**config.mk**
```make
export PLATFORM = sky130hd
export DESIGN_NAME = mma_mac
export DESIGN_NICKNAME = d
export VERILOG_FILES = /design/src/rtl/mma_pkg.sv /design/src/rtl/mma_mac.sv
export SDC_FILE = /design/constraint.sdc
export NUM_CORES = 2
export LEC_CHECK = 0
export ABC_AREA = 1
export BUFFER_PORTS_ARGS = -buffer_cell sky130_fd_sc_hd__buf_2
export CORE_MARGIN = 4
export CORE_UTILIZATION = 60
export CTS_BUF_LIST = sky130_fd_sc_hd__clkbuf_8 sky130_fd_sc_hd__clkbuf_16
export DETAILED_ROUTE_END_ITERATION = 6
export PLACE_DENSITY = 0.81
export SETUP_SLACK_MARGIN = 0.05
export SLEW_MARGIN = 10
export SYNTH_ARGS = -nofsm -noshare
export SYNTH_HDL_FRONTEND = slang
export SYNTH_SLANG_ARGS = --single-unit
```
**constraint.sdc**
```tcl
create_clock -name clk -period 6.6 [get_ports clk]
set_input_delay 0.99 -clock clk [delete_from_list [all_inputs] [get_ports clk]]
set_output_delay 0.99 -clock clk [all_outputs]
set_load 0.005 [all_outputs]
```
**src/rtl/mma_pkg.sv**
```systemverilog
// mma_pkg: shared types, constants and helpers for the matrix multiply-accumulate block.
// Used by mma_mac, matrix_multiply_accumulate and mma_check. No dependencies.

package mma_pkg;

    // Matrix geometry
    localparam int MAX_DIM     = 16;
    localparam int STORE_DEPTH = MAX_DIM * MAX_DIM;
    localparam int ADDR_W      = $clog2(STORE_DEPTH);
    localparam int IDX_W       = $clog2(MAX_DIM);
    localparam int DIM_W       = 5;
    localparam int CFG_IDX_W   = 3;
    localparam int DATA_W      = 32;
    localparam int PROD_W      = 2 * DATA_W;
    localparam int FRAC_W      = 16;

    // Opcodes
    localparam logic [2:0] OP_LOAD_A   = 3'd0;
    localparam logic [2:0] OP_LOAD_B   = 3'd1;
    localparam logic [2:0] OP_LOAD_OUT = 3'd2;
    localparam logic [2:0] OP_MULTIPLY = 3'd3;
    localparam logic [2:0] OP_READ     = 3'd4;

    // Result status codes
    localparam logic [1:0] ST_OK    = 2'b00;
    localparam logic [1:0] ST_INNER = 2'b01;
    localparam logic [1:0] ST_SHAPE = 2'b10;
    localparam logic [1:0] ST_RANGE = 2'b11;

    // Configuration register indexes
    localparam logic [CFG_IDX_W-1:0] CFG_A_ROWS   = 3'd0;
    localparam logic [CFG_IDX_W-1:0] CFG_A_COLS   = 3'd1;
    localparam logic [CFG_IDX_W-1:0] CFG_B_ROWS   = 3'd2;
    localparam logic [CFG_IDX_W-1:0] CFG_B_COLS   = 3'd3;
    localparam logic [CFG_IDX_W-1:0] CFG_OUT_ROWS = 3'd4;
    localparam logic [CFG_IDX_W-1:0] CFG_OUT_COLS = 3'd5;

    // Saturation limits
    localparam logic signed [DATA_W-1:0] Q_MAX = 32'sh7FFF_FFFF;
    localparam logic signed [DATA_W-1:0] Q_MIN = 32'sh8000_0000;

    typedef struct packed {
        logic [2:0]               opcode;
        logic [7:0]               elem_index;
        logic signed [DATA_W-1:0] elem_value;
        logic                     flip_a;
        logic                     flip_b;
        logic                     clear_first;
    } req_item_t;

    typedef struct packed {
        logic [1:0]               status;
        logic signed [DATA_W-1:0] read_value;
    } rsp_item_t;

    // Control from the sequencer to the MAC unit
    typedef struct packed {
        logic acc_load;
        logic op_valid;
    } mac_ctrl_t;

    typedef enum logic [2:0] {
        S_IDLE,
        S_DECODE,
        S_READ,
        S_OUT_RD,
        S_ISSUE,
        S_DRAIN,
        S_DONE
    } state_t;

    function automatic logic dim_ok(input logic [DIM_W-1:0] d);
        return (d != '0) && (d <= DIM_W'(MAX_DIM));
    endfunction

endpackage

```
**src/rtl/mma_mac.sv**
```systemverilog
// mma_mac: shared Q16.16 multiply-accumulate unit, multiply then saturating add.
// Depends on mma_pkg.

module mma_mac (
    input  logic                             clk,
    input  logic                             rst_n,
    input  mma_pkg::mac_ctrl_t               ctrl,
    input  logic signed [mma_pkg::DATA_W-1:0] init_value,
    input  logic signed [mma_pkg::DATA_W-1:0] a_value,
    input  logic signed [mma_pkg::DATA_W-1:0] b_value,
    output logic signed [mma_pkg::DATA_W-1:0] acc_value,
    output logic                             busy
);

    localparam int SUM_W = mma_pkg::PROD_W - mma_pkg::FRAC_W + 1;

    logic                               p_vld_reg;
    logic signed [mma_pkg::PROD_W-1:0]  prod_reg;
    logic signed [mma_pkg::DATA_W-1:0]  acc_reg;
    logic signed [mma_pkg::DATA_W-1:0]  acc_next;
    logic signed [SUM_W-2:0]            prod_q;
    logic signed [SUM_W-1:0]            sum;

    // Product valid flag
    always_ff @(posedge clk or negedge rst_n)
    begin
        if (!rst_n)
        begin
            p_vld_reg <= 1'b0;
        end
        else
        begin
            p_vld_reg <= ctrl.op_valid;
        end
    end

    // Full-width product stage
    always_ff @(posedge clk)
    begin
        if (ctrl.op_valid)
        begin
            prod_reg <= a_value * b_value;
        end
    end

    // Floor back to Q16.16 (arithmetic shift), add, saturate
    always_comb
    begin
        prod_q = prod_reg[mma_pkg::PROD_W-1:mma_pkg::FRAC_W];
        sum    = {{(SUM_W-mma_pkg::DATA_W){acc_reg[mma_pkg::DATA_W-1]}}, acc_reg}
                 + {prod_q[SUM_W-2], prod_q};
        if (sum[SUM_W-1:mma_pkg::DATA_W-1] == '0 || sum[SUM_W-1:mma_pkg::DATA_W-1] == '1)
        begin
            acc_next = sum[mma_pkg::DATA_W-1:0];
        end
        else if (sum[SUM_W-1])
        begin
            acc_next = mma_pkg::Q_MIN;
        end
        else
        begin
            acc_next = mma_pkg::Q_MAX;
        end
    end

    // Accumulator
    always_ff @(posedge clk)
    begin
        if (ctrl.acc_load)
        begin
            acc_reg <= init_value;
        end
        else if (p_vld_reg)
        begin
            acc_reg <= acc_next;
        end
    end

    assign acc_value = acc_reg;
    assign busy      = p_vld_reg;

endmodule

```
==> key figures <==
CTS
  • TritonCTS buffer count: 9
  • Clock tree from TritonCTS: done
  • Root Buffer: clkbuf_16
  • H-tree Lvls: 3
  • Longest Clk Path Bufs: 2
  • Reg clk slew, reported paths: 0.06 ns
  • Count of hold-fix buffers inserted at cts: 0
  • Clock insertion delay at the later pin of the skew report: 0.36 ns
  • Clock sink count: 81

Setup path
  • Worst EP arrival: 8.41 ns
  • Kind of start point of the critical path: input pin
  • Crit Path Class: input pin to flop
  • Crit path max-delay family: adder cells
  • Worst-path maximum fanout: 4
  • Worst Path Buf+Inv: 6
  • Slowest CP cell: fa_1
  • Worst path required time: 6.71 ns
  • Crit path capture type: flop
  • Reg2reg path depth: 18
  • Worst reg2reg path endpoint: acc_value[0]
  • Register-to-register setup slack: 2.16 ns
  • Most used cell, CP: fa_1
  • R2R Path Start: acc_value[31]
  • Worst path max stage delay: 0.83 ns

Timing
  • WHS: 0.392 ns
  • Min Clock Period, post-route: 8.31 ns
  • Unrepaired setup endpoints after global routing: yes
  • Worst Clk Skew: 0.00561 ns
  • Worst slew margin relative to its limit: 42.0%
  • Final setup margin: -1.71 ns
  • Slew @ Worst Pin: 0.870 ns
  • Max Clk Rate: 120 MHz
  • Final setup vio count: 48
  • Final Max Tran Viols: 0
  • Period utilization: 126%
  • Final hold violation count: 0

Job
  • Max Cap Viol: 0

Global route
  • Total track usage: 36.8%
  • Antenna violations before repair: 13
  • Pin count of the biggest net entering global routing: 50
  • Gr ovfl total: 0
  • Vias in the first global route: 44000
  • First-pass GRT wire length: 226000 µm

Floorplan
  • Initial Util: 60.8%
  • Horiz. Die Dim: 281 µm
  • Core Area: 73300 µm²
  • Die H: 281 µm
  • Die area: 78800 µm²
  • Io pins: 133
  • Num rows: 99

Routing
  • Via Count: 43400
  • Drt first-iter violations: 5656
  • Drt total wl: 173000 µm
  • Routed vias/inst: 5.95
  • # DRC: 32
  • Pre-Repair DR Iteration Count: 7
  • Antenna viol nets, final: 0
  • Routed WL per cell: 23.7 µm

Finish
  • Nets: 7732
  • Commonest cells after routing, fill and taps aside: 1633 x inv_1, 1466 x nand2_1, 991 x fa_1
  • Max FFs per register: 48
  • Multi-input gate area: 37500 µm²
  • Layout area overhead: 25.9%
  • Final Instance Count excl. Fillers: 7295
  • Fillers: 4323
  • Layout cells sized above 1: 23.5%
  • Commonest non-fill, non-tap cell in the layout: inv_1
  • Reg area: 2430 µm²

Synth
  • Post-synth ARST share: 1.23%
  • Post-synth top flop: edfxtp_1
  • Synth Area per Inst: 7.84 µm²
  • Yosys reg bits: 81
  • Unique masters post-synth: 43
  • Synth warnings: 0
  • Syn nets: 7101
  • EDFF count, synth: 80
  • Sequential-to-total area share from yosys stat: 5.44%
  • Gate count after technology mapping: 5691
  • Cell Area, Synth: 44600 µm²

Placement
  • Gpl congestion: 0.984
  • Port Buffer Count: 132
  • HPWL after DPL: 111000 µm
  • Inst Count DP: 7125
  • Worst slack, placed: -1.57 ns

Min path
  • Worst min path class: input pin to async pin

Status
  • Status: finished, violations left
  • Failing checks: design-rule violations, negative setup slack
==> worst max-delay path by stage <==
| stage | slack [ns] | start | cells after the start | to |
|---|---|---|---|---|
| 4_1_cts | -0.75 | a_value[31] | 29 | prod_reg[63] |
| 5_1_grt | -1.77 | a_value[7] | 26 | prod_reg[62] |
| 6_report | -1.71 | a_value[7] | 26 | prod_reg[62] |
| 3_5_place_dp | -1.57 | b_value[3] | 25 | prod_reg[63] |
| 2_1_floorplan | -1.15 | a_value[31] | 26 | prod_reg[61] |
| 3_3_place_gp | -1.30 | b_value[4] | 25 | prod_reg[58] |
==> cell usage after synthesis, types with 37 or more instances <==
| cell | instances | area [µm²] |
|---|---|---|
| xor2_1 | 62 | 543 |
| fa_1 | 1082 | 21700 |
| nand2_1 | 1559 | 5850 |
| nand4_1 | 37 | 231 |
| nand3_1 | 56 | 280 |
| edfxtp_1 | 80 | 2400 |
| inv_1 | 1736 | 6520 |
| clkbuf_1 | 195 | 732 |
| nor2_1 | 232 | 871 |
| o21ai_0 | 51 | 255 |
| a21oi_1 | 131 | 656 |
| ha_1 | 228 | 2850 |
==> layout make-up <==
cell class | instances | area share [%]
inverters | 1756 | 11.8
clock buffers | 9 | 0.401
diodes | 9 | 0.0401
clock inverters | 7 | 0.252
flip-flops and latches | 81 | 4.32
multi-input cells | 3652 | 66.8
repair buffers | 822 | 14.3
well taps | 959 | 2.14
==> kinds of logic after synthesis <==
group	after synthesis	share of synthesized area [%]
simple gates	1970	17.5
buf+inv	1958	16.6
fa+ha+maj	1310	55.0
compound gates	276	3.64
xor+xnor	96	1.89
flops	81	5.44
==> through the flow <==
stage	TNS (ns)	cell area, µm²	utilization, %
2_1_floorplan	-16.49	45700	-
3_3_place_gp	-47.97	51100	69.7
6_report	-53.76	56200	76.6
4_1_cts	-23.01	54100	73.7
3_5_place_dp	-52.78	51100	69.7
5_1_grt	-57.18	56100	76.6
==> routing by layer <==
| metal | up-vias | global-route usage, % | wire, µm |
|---|---|---|---|
| met5 | - | 0 | 188 |
| met4 | 12 | 22.3 | 19400 |
| met3 | 1719 | 7.41 | 23800 |
| met2 | 3923 | 62.3 | 76800 |
| met1 | 20500 | 43.6 | 52800 |
| li1 | 17300 | - | - |
==> what timing repair did <==
| item | CTS | global route |
|---|---|---|
| cloned | 13 | 13 |
| buffers inserted | 84 | 80 |
| pin swaps | 192 | 249 |
| setup endpoints to repair | 48 | 48 |
| resized for setup | 457 | 384 |
Power is left out: the tool's default activity adds up to more than one toggle a clock period on the data nets, which glitch-free logic cannot reach.
